--- config.mk ---
export PLATFORM = sky130hd
export DESIGN_NAME = free_bitmap_run_statistics
export DESIGN_NICKNAME = d
export VERILOG_FILES = /design/src/rtl/core/fbrs_pkg.sv /design/src/rtl/core/free_bitmap_run_statistics.sv /design/src/rtl/core/fbrs_front.sv /design/src/rtl/core/fbrs_queue.sv /design/src/rtl/core/fbrs_wstat.sv /design/src/rtl/core/fbrs_back.sv
export SDC_FILE = /design/constraint.sdc
export NUM_CORES = 1
export LEC_CHECK = 0
export BUFFER_PORTS_ARGS = -buffer_cell sky130_fd_sc_hd__clkbuf_2
export CORE_MARGIN = 2
export CORE_UTILIZATION = 50
export DETAILED_ROUTE_END_ITERATION = 6
export PLACE_DENSITY = 0.65
export SYNTH_ARGS = -nofsm -noshare
export SYNTH_HDL_FRONTEND = slang
export SYNTH_SLANG_ARGS = --single-unit
--- constraint.sdc ---
create_clock -name clk -period 7.9 [get_ports clk]
set_input_delay 0.79 -clock clk [delete_from_list [all_inputs] [get_ports clk]]
set_output_delay 0.79 -clock clk [all_outputs]
set_load 0.005 [all_outputs]
--- src/rtl/core/fbrs_pkg.sv ---
`timescale 1ns / 1ps
// Shared types and constants for the free bitmap run statistics block.
// No dependencies; every other file in rtl/core refers to this package.
package fbrs_pkg;

  localparam int unsigned WORD_BITS    = 32;
  localparam int unsigned RUN_W        = 6;       // holds 0..WORD_BITS
  localparam int unsigned CNT_W        = 17;      // granule count and result width
  localparam int unsigned CNT_LIMIT    = 131071;  // largest count the register can hold
  localparam int unsigned MAX_GRANULES = 65536;
  localparam int unsigned QUEUE_DEPTH  = 4;
  localparam logic [CNT_W-1:0] GRANULE_COUNT_RST = 17'd65536;

  // One classified bitmap word: granules past the end already read as allocated
  typedef struct packed {
    logic [WORD_BITS-1:0] word;
    logic                 last;
  } q_entry_t;

  // Per-word free-granule statistics
  typedef struct packed {
    logic [RUN_W-1:0] free_cnt;
    logic [RUN_W-1:0] low_run;
    logic [RUN_W-1:0] high_run;
    logic [RUN_W-1:0] long_run;
    logic             all_free;
  } word_stats_t;

endpackage

--- src/rtl/core/free_bitmap_run_statistics.sv ---
`timescale 1ns / 1ps
// Free bitmap run statistics: 32-bit bitmap words in, one result per scan.
// Final word path to out_valid: queue, statistics register, result register.
// Throughput: one word per cycle while the queue has room; the result register lets
// the next scan proceed while a result waits.
// Reset (rst_n, synchronous): scan state and queue cleared, granule_count = 65536.
// Depends on fbrs_pkg, fbrs_front, fbrs_queue, fbrs_back.
module free_bitmap_run_statistics #(
  parameter int unsigned MAX_GRANULES = fbrs_pkg::MAX_GRANULES,
  parameter int unsigned QUEUE_DEPTH  = fbrs_pkg::QUEUE_DEPTH
) (
  input  logic                           clk,
  input  logic                           rst_n,
  input  logic                           cfg_wr_en,
  input  logic [fbrs_pkg::CNT_W-1:0]     cfg_wr_data,
  input  logic                           in_valid,
  output logic                           in_ready,
  input  logic [fbrs_pkg::WORD_BITS-1:0] in_map_word,
  output logic                           out_valid,
  input  logic                           out_ready,
  output logic [fbrs_pkg::CNT_W-1:0]     out_free_total,
  output logic [fbrs_pkg::CNT_W-1:0]     out_longest_free_run
);

  fbrs_pkg::q_entry_t push_entry, head;
  logic               push, pop, not_full, not_empty;

  // Front: hold the count, classify each word and mask past the last granule
  fbrs_front #(
    .MAX_GRANULES (MAX_GRANULES)
  ) u_front (
    .clk         (clk),
    .rst_n       (rst_n),
    .cfg_wr_en   (cfg_wr_en),
    .cfg_wr_data (cfg_wr_data),
    .in_valid    (in_valid),
    .in_ready    (in_ready),
    .in_map_word (in_map_word),
    .q_ready     (not_full),
    .q_push      (push),
    .q_entry     (push_entry)
  );

  // Queue: decouple classification from merging so each side stalls alone
  fbrs_queue #(
    .DEPTH (QUEUE_DEPTH)
  ) u_queue (
    .clk        (clk),
    .rst_n      (rst_n),
    .push       (push),
    .push_entry (push_entry),
    .not_full   (not_full),
    .pop        (pop),
    .not_empty  (not_empty),
    .head       (head)
  );

  // Back: per-word statistics, merge runs across word boundaries, drive the result
  fbrs_back u_back (
    .clk                  (clk),
    .rst_n                (rst_n),
    .q_valid              (not_empty),
    .q_head               (head),
    .q_pop                (pop),
    .out_valid            (out_valid),
    .out_ready            (out_ready),
    .out_free_total       (out_free_total),
    .out_longest_free_run (out_longest_free_run)
  );

endmodule

--- src/rtl/core/fbrs_front.sv ---
`timescale 1ns / 1ps
// Front end: holds the granule count, tracks the word position, masks the
// final word and flags it. Depends on fbrs_pkg.
module fbrs_front #(
  parameter int unsigned MAX_GRANULES = fbrs_pkg::MAX_GRANULES
) (
  input  logic                           clk,
  input  logic                           rst_n,
  input  logic                           cfg_wr_en,
  input  logic [fbrs_pkg::CNT_W-1:0]     cfg_wr_data,
  input  logic                           in_valid,
  output logic                           in_ready,
  input  logic [fbrs_pkg::WORD_BITS-1:0] in_map_word,
  input  logic                           q_ready,
  output logic                           q_push,
  output fbrs_pkg::q_entry_t             q_entry
);

  localparam int unsigned EFF_MAX   = (MAX_GRANULES < fbrs_pkg::CNT_LIMIT) ?
                                      MAX_GRANULES : fbrs_pkg::CNT_LIMIT;
  localparam int unsigned WORDS_MAX = (EFF_MAX + fbrs_pkg::WORD_BITS - 1) /
                                      fbrs_pkg::WORD_BITS;
  localparam int unsigned POS_W     = (WORDS_MAX > 1) ? $clog2(WORDS_MAX) : 1;
  localparam int unsigned SH_W      = $clog2(fbrs_pkg::WORD_BITS);
  localparam int unsigned BASE_W    = POS_W + SH_W;
  localparam int unsigned CMP_W     = ((BASE_W > fbrs_pkg::CNT_W) ?
                                       BASE_W : fbrs_pkg::CNT_W) + 1;
  localparam logic [fbrs_pkg::CNT_W-1:0] CAP = fbrs_pkg::CNT_W'(EFF_MAX);

  logic [fbrs_pkg::CNT_W-1:0] granule_count_r;
  logic [POS_W-1:0]           pos_r, pos_nxt;
  logic [fbrs_pkg::CNT_W-1:0] eff_count;
  logic [CMP_W-1:0]           base_ext, eff_ext, remain;
  logic [fbrs_pkg::RUN_W-1:0] nbits;
  logic                       last;
  logic [fbrs_pkg::WORD_BITS:0]   lo_mask;
  logic [fbrs_pkg::WORD_BITS-1:0] valid_mask;

  assign in_ready = q_ready;
  assign q_push   = in_valid && q_ready;

  // Clamp the count to what the bitmap can hold
  assign eff_count = (granule_count_r > CAP) ? CAP : granule_count_r;
  assign base_ext  = CMP_W'({pos_r, SH_W'(0)});
  assign eff_ext   = CMP_W'(eff_count);
  assign remain    = eff_ext - base_ext;

  always_comb begin
    priority if (base_ext >= eff_ext) begin
      nbits = '0;
      last  = 1'b1;
    end else if (remain <= CMP_W'(fbrs_pkg::WORD_BITS)) begin
      nbits = remain[fbrs_pkg::RUN_W-1:0];
      last  = 1'b1;
    end else begin
      nbits = fbrs_pkg::RUN_W'(fbrs_pkg::WORD_BITS);
      last  = 1'b0;
    end
  end

  // Granules at or past the end read as allocated
  assign lo_mask    = ((fbrs_pkg::WORD_BITS+1)'(1) << nbits) - (fbrs_pkg::WORD_BITS+1)'(1);
  assign valid_mask = lo_mask[fbrs_pkg::WORD_BITS-1:0];

  assign q_entry.word = in_map_word | ~valid_mask;
  assign q_entry.last = last;

  assign pos_nxt = last ? '0 : pos_r + POS_W'(1);

  always_ff @(posedge clk) begin
    if (!rst_n) begin
      granule_count_r <= fbrs_pkg::GRANULE_COUNT_RST;
      pos_r           <= '0;
    end else begin
      if (cfg_wr_en) begin
        granule_count_r <= cfg_wr_data;
      end
      if (q_push) begin
        pos_r <= pos_nxt;
      end
    end
  end

endmodule

--- src/rtl/core/fbrs_queue.sv ---
`timescale 1ns / 1ps
// Short queue of classified words between front and back end.
// Depends on fbrs_pkg.
module fbrs_queue #(
  parameter int unsigned DEPTH = fbrs_pkg::QUEUE_DEPTH
) (
  input  logic               clk,
  input  logic               rst_n,
  input  logic               push,
  input  fbrs_pkg::q_entry_t push_entry,
  output logic               not_full,
  input  logic               pop,
  output logic               not_empty,
  output fbrs_pkg::q_entry_t head
);

  localparam int unsigned PTR_W = (DEPTH > 1) ? $clog2(DEPTH) : 1;
  localparam int unsigned CNT_W = $clog2(DEPTH + 1);

  fbrs_pkg::q_entry_t mem [DEPTH];
  logic [PTR_W-1:0]   wr_ptr_r, rd_ptr_r;
  logic [CNT_W-1:0]   count_r, count_nxt;

  assign not_full  = (count_r != CNT_W'(DEPTH));
  assign not_empty = (count_r != '0);
  assign head      = mem[rd_ptr_r];

  always_comb begin
    unique case ({push, pop})
      2'b10:   count_nxt = count_r + CNT_W'(1);
      2'b01:   count_nxt = count_r - CNT_W'(1);
      default: count_nxt = count_r;
    endcase
  end

  always_ff @(posedge clk) begin
    if (push) begin
      mem[wr_ptr_r] <= push_entry;
    end
  end

  always_ff @(posedge clk) begin
    if (!rst_n) begin
      wr_ptr_r <= '0;
      rd_ptr_r <= '0;
      count_r  <= '0;
    end else begin
      if (push) begin
        wr_ptr_r <= (wr_ptr_r == PTR_W'(DEPTH - 1)) ? '0 : wr_ptr_r + PTR_W'(1);
      end
      if (pop) begin
        rd_ptr_r <= (rd_ptr_r == PTR_W'(DEPTH - 1)) ? '0 : rd_ptr_r + PTR_W'(1);
      end
      count_r <= count_nxt;
    end
  end

  a_no_overfill: assert property (@(posedge clk) disable iff (!rst_n)
    count_r <= CNT_W'(DEPTH))
    else $error("queue holds more items than its depth");

  a_no_pop_empty: assert property (@(posedge clk) disable iff (!rst_n)
    pop |-> not_empty)
    else $error("queue popped while empty");

endmodule

--- src/rtl/core/fbrs_wstat.sv ---
`timescale 1ns / 1ps
// Per-word statistics: free count, low and high free runs, longest free run, all-free flag.
// Depends on fbrs_pkg.
module fbrs_wstat (
  input  logic [fbrs_pkg::WORD_BITS-1:0] word,
  output fbrs_pkg::word_stats_t          stats
);

  localparam int unsigned W = fbrs_pkg::WORD_BITS;
  localparam int unsigned R = fbrs_pkg::RUN_W;

  logic [W-1:0] z;
  logic [W-1:0] r1, r2, r4, r8, r16;
  logic [R-1:0] free_cnt, low_run, high_run, long_run;

  assign z   = ~word;
  // Bit p of rK: a free run of at least K granules starts at p
  assign r1  = z;
  assign r2  = r1 & (r1 >> 1);
  assign r4  = r2 & (r2 >> 2);
  assign r8  = r4 & (r4 >> 4);
  assign r16 = r8 & (r8 >> 8);

  always_comb begin
    free_cnt = '0;
    for (int i = 0; i < W; i++) begin
      free_cnt = free_cnt + R'(z[i]);
    end
  end

  always_comb begin
    low_run = R'(W);
    for (int i = W - 1; i >= 0; i--) begin
      if (word[i]) low_run = R'(i);
    end
  end

  always_comb begin
    high_run = R'(W);
    for (int i = 0; i < W; i++) begin
      if (word[i]) high_run = R'(W - 1 - i);
    end
  end

  // Build the longest run greedily, one power of two at a time; ends tracks
  // where runs of the length found so far end
  always_comb begin
    logic [W-1:0] ends;
    logic [W-1:0] hit;
    ends     = '1;
    long_run = '0;
    hit = ends & r16;
    if (hit != '0) begin ends = hit << 16; long_run = long_run + R'(16); end
    hit = ends & r8;
    if (hit != '0) begin ends = hit << 8;  long_run = long_run + R'(8);  end
    hit = ends & r4;
    if (hit != '0) begin ends = hit << 4;  long_run = long_run + R'(4);  end
    hit = ends & r2;
    if (hit != '0) begin ends = hit << 2;  long_run = long_run + R'(2);  end
    hit = ends & r1;
    if (hit != '0) begin long_run = long_run + R'(1); end
    if (word == '0) long_run = R'(W);
  end

  assign stats.free_cnt = free_cnt;
  assign stats.low_run  = low_run;
  assign stats.high_run = high_run;
  assign stats.long_run = long_run;
  assign stats.all_free = (word == '0);

endmodule

--- src/rtl/core/fbrs_back.sv ---
`timescale 1ns / 1ps
// Back end: word statistics stage, run merge and result register.
// Depends on fbrs_pkg and fbrs_wstat.
module fbrs_back (
  input  logic                       clk,
  input  logic                       rst_n,
  input  logic                       q_valid,
  input  fbrs_pkg::q_entry_t         q_head,
  output logic                       q_pop,
  output logic                       out_valid,
  input  logic                       out_ready,
  output logic [fbrs_pkg::CNT_W-1:0] out_free_total,
  output logic [fbrs_pkg::CNT_W-1:0] out_longest_free_run
);

  localparam int unsigned C = fbrs_pkg::CNT_W;

  fbrs_pkg::word_stats_t st_in, st_r;
  logic                  st_valid_r, st_last_r;
  logic                  consume;
  logic [C-1:0] free_sum_r, free_sum_nxt;
  logic [C-1:0] open_r, open_nxt;
  logic [C-1:0] best_r, best_nxt;
  logic [C-1:0] cand, m_a, m_b, lh_max, final_run;
  logic         out_valid_r;
  logic [C-1:0] out_free_total_r, out_longest_r;

  fbrs_wstat u_wstat (
    .word  (q_head.word),
    .stats (st_in)
  );

  // A final word waits only while the result register is still full
  assign consume = st_valid_r && !(st_last_r && out_valid_r && !out_ready);
  assign q_pop   = q_valid && (!st_valid_r || consume);

  assign cand   = open_r + C'(st_r.low_run);
  assign m_a    = (cand > best_r) ? cand : best_r;
  assign lh_max = (st_r.long_run > st_r.high_run) ? C'(st_r.long_run) : C'(st_r.high_run);
  assign m_b    = st_r.all_free ? '0 : lh_max;

  assign free_sum_nxt = free_sum_r + C'(st_r.free_cnt);
  assign open_nxt     = st_r.all_free ? cand : C'(st_r.high_run);
  assign best_nxt     = st_r.all_free ? best_r :
                        ((C'(st_r.long_run) > m_a) ? C'(st_r.long_run) : m_a);
  assign final_run    = (m_b > m_a) ? m_b : m_a;

  always_ff @(posedge clk) begin
    if (q_pop) begin
      st_r      <= st_in;
      st_last_r <= q_head.last;
    end
    if (consume && st_last_r) begin
      out_free_total_r <= free_sum_nxt;
      out_longest_r    <= final_run;
    end
  end

  always_ff @(posedge clk) begin
    if (!rst_n) begin
      st_valid_r  <= 1'b0;
      free_sum_r  <= '0;
      open_r      <= '0;
      best_r      <= '0;
      out_valid_r <= 1'b0;
    end else begin
      if (q_pop) begin
        st_valid_r <= 1'b1;
      end else if (consume) begin
        st_valid_r <= 1'b0;
      end
      if (consume) begin
        if (st_last_r) begin
          free_sum_r <= '0;
          open_r     <= '0;
          best_r     <= '0;
        end else begin
          free_sum_r <= free_sum_nxt;
          open_r     <= open_nxt;
          best_r     <= best_nxt;
        end
      end
      if (consume && st_last_r) begin
        out_valid_r <= 1'b1;
      end else if (out_ready) begin
        out_valid_r <= 1'b0;
      end
    end
  end

  assign out_valid            = out_valid_r;
  assign out_free_total       = out_free_total_r;
  assign out_longest_free_run = out_longest_r;

  a_run_le_total: assert property (@(posedge clk) disable iff (!rst_n)
    out_valid_r |-> (out_longest_r <= out_free_total_r))
    else $error("longest free run exceeds free total");

  a_scan_cleared: assert property (@(posedge clk) disable iff (!rst_n)
    (consume && st_last_r) |=> (free_sum_r == '0 && open_r == '0 && best_r == '0))
    else $error("scan state not cleared after final word");

endmodule
==> impl_metrics.csv <==
group,metric,value,unit
setup_path,critPathKind,"reg -> reg",
timing,layout_setup_ws,0.8041,ns
clock_network,root_buffer,"clkbuf_16",
cells_and_area,fill_cells,3320,
hold_path,hold_end,"u_front.granule_count_r[16]",
cells_and_area,final_common_cell,"edfxtp_1",
setup_path,r2r_start,"u_back.st_r[13]",
place,dp_cells,2440,
synthesis,avgSynthCellArea,9.823,sq um
timing,max_slew_margin,19.81,%
setup_path,start_kind,"flop",
floorplanning,io_pins,90,
floorplanning,rows,70,
setup_path,startpoint,"u_back.st_r[13]",
setup_path,slowest_delay,0.71,ns
global_routing,grt_use_total,29.86,%
cells_and_area,drive_gt1_share,14.64,%
setup_path,rrSetupSlack,0.80,ns
clock_network,cts_max_level,1,
synthesis,ys.flop_type,"edfxtp_1",
route,wl,58300,um
setup_path,worst_ep_required_time,8.20,ns
synthesis,synth_edf_count,192,
place,pre_cts_slack,0.6656,ns
clock_network,cts_tree,"done",
route,first_pass_iters,6,
global_routing,grt_pass1_vias,15820,
place,place.gp.congestion,1.009,
hold_path,hold_class,"in -> reg",
synthesis,yosysSeqAreaShare,40.37,%
cells_and_area,syn2layout_area_growth,10.74,%
place,dp_hpwl,44060,um
setup_path,arrival,7.40,ns
synthesis,ys_warn_count,0,
clock_network,clock_latency,0.57,ns
route,antenna_left,0,
timing,setup_viol,0,
synthesis,syn_nets,2066,
setup_path,r2r-end,"u_back.out_longest_free_run[0]",
setup_path,cp_slowest_cell,"o21ai_0",
floorplanning,initial_core_util,50.95,%
timing,tightest_slew,1.192,ns
floorplanning,die_h,197.6,um
synthesis,synthArstFlopShare,0,%
status,outcome,"finished clean",
clock_network,cts_buffers,30,
clock_network,cts_sinks,282,
timing,tns,0,ns
run,maxCapViolCount,0,
floorplanning,die_w,197.6,um
route,wl_per_cell,23.36,um
clock_network,clk_pin_slew,0.06,ns
route,viasPerCell,6.492,
cells_and_area,diodes,0,
route,drt_iter0_drc,1631,
synthesis,synth_cell_types,95,
global_routing,grt_max_degree,80,
cells_and_area,nets,2162,
global_routing,grt_pass1_wl,90590,um
setup_path,cp-end-kind,"flop",
timing,fin_crit_sh,89.82,%
route,drc_errors,0,
timing,hold_viol_final,0,
global_routing,grt_overflow,0,
setup_path,cpMostUsedCell,"and3_1",
setup_path,reg2reg_depth,28,
route,vias,16200,
hold_path,min_path_cells,3,
timing,slew_violations,0,
clock_network,clk_path_buf_depth,3,
global_routing,antenna_found_initial,0,
place,port_buffers,89,
timing,min_period,7.096,ns
hold_path,worstHoldStart,"cfg_wr_data[16]",
setup_path,path_max_fanout,13,
timing,fmax,140.9,MHz
timing,fin_skew,0.01853,ns
synthesis,synth_area,0.01874,sq mm
floorplanning,die_area,0.03905,sq mm
synthesis,ys_seq_elements,282,
floorplanning,design.core.area,0.03679,sq mm
cells_and_area,final_cells,2496,
synthesis,syn_inst,1908,
cells_and_area,mostFrequentLayoutCells,"192 x edfxtp_1, 153 x nor2_1, 130 x nand2_1",
timing,rsz0062_at_grt,"no",
## worst max path at each step
stage | endpoint | depth (start not counted)
after floorplan | u_queue.mem[0][22] | 26
after global placement | u_queue.mem[0][19] | 26
after detailed placement | u_queue.mem[1][19] | 26
after CTS | u_queue.mem[1][19] | 26
after global routing | u_queue.mem[3][19] | 26
final | u_back.out_longest_free_run[0] | 28
## synth_stat cells (all sizes together), types with 14 or more instances
library cell	n	area, sq um
a21boi	19	146.4
a21o	20	150.1
a21oi	113	573.1
a22oi	31	232.7
and2	33	211.5
and3	26	162.7
buf	44	352.8
clkbuf	48	180.2
dfxtp	90	1802
edfxtp	192	5766
fa	28	560.5
ha	76	950.9
inv	108	405.4
mux2i	33	330.3
mux4	32	735.7
nand2	133	506.7
nand2b	14	87.58
nand3	53	270.3
nand4	27	168.9
nor2	155	586.8
nor2b	72	450.4
nor3	51	255.2
nor4	54	500.5
o21a	32	240.2
o21ai	120	604.3
o22ai	20	125.1
or3	16	100.1
or4	28	217.7
xnor2	28	245.2
xor2	20	175.2
## routing by layer
layer	vias to the layer above	part of all wire [%]	GRT usage, %
met4	0	4.1	12.03
li1	7395	-	-
met5	-	0	0
met1	7856	42	40.20
met2	775	46	47.91
met3	177	7.7	5.207
## state kept, by name (all words and copies together) (netlist names), 11 cells and up, named ones only
register	cells
u_queue.mem	132
u_back.st_r	25
u_back.best_r	17
u_back.free_sum_r	17
u_back.open_r	17
u_back.out_free_total	17
u_back.out_longest_free_run	17
u_front.granule_count_r	17
u_front.pos_r	11
## through the flow
| stage | utilization, % | hold WS [ns] | cell area (sq um) |
|---|---|---|---|
| after global routing | 56.43 | 0.4528 | 20760 |
| final | 56.43 | 0.4411 | 20760 |
| after floorplan | - | 0.4453 | 18740 |
| after CTS | 56.41 | 0.4177 | 20750 |
| after detailed placement | 53.76 | 0.4639 | 19770 |
| after global placement | 53.76 | 0.4580 | 19770 |
## critical path: cells and delay by family, from the launching register on
kind / cells / cell delay (ns)
compound gates: 10 / 2.48
simple gates: 12 / 2.27
fa+ha+maj: 4 / 1.22
mux: 1 / 0.38
flops: 1 / 0.37
xor+xnor: 1 / 0.10
## timing repair
item / 4_1_cts / 5_1_grt
hold buffers: 0 / 0
setup buffers: 0 / 0
gates resized for setup: 0 / 1
setup endpoints to repair: 0 / 4
## layout make-up
| type | instances | area (sq um) | area share (%) |
|---|---|---|---|
| multi-input cells | 1426 | 10260 | 49.43 |
| flip-flops and latches | 282 | 7569 | 36.46 |
| clock inverters | 14 | 107.6 | 0.5184 |
| clock buffers | 42 | 868.3 | 4.183 |
| well taps | 468 | 585.6 | 2.821 |
| inverters | 108 | 405.4 | 1.953 |
| repair buffers | 156 | 960.9 | 4.630 |
## cell families (layout without fill, tap and decap cells)
| group | count (synthesis) | count (layout) | synth area share, % |
|---|---|---|---|
| AOI/OAI and AO/OA | 511 | 511 | 18.16 |
| xor gates and xnor gates | 48 | 48 | 2.243 |
| adders and majority gates | 104 | 104 | 8.064 |
| buffers and inverters | 200 | 320 | 5.007 |
| DFF | 282 | 282 | 40.37 |
| muxes | 74 | 74 | 6.228 |
| and+or+nand+nor | 689 | 689 | 19.92 |
Power is left out: the tool's default activity adds up to more than one toggle a clock period on the data nets, which glitch-free logic cannot reach.
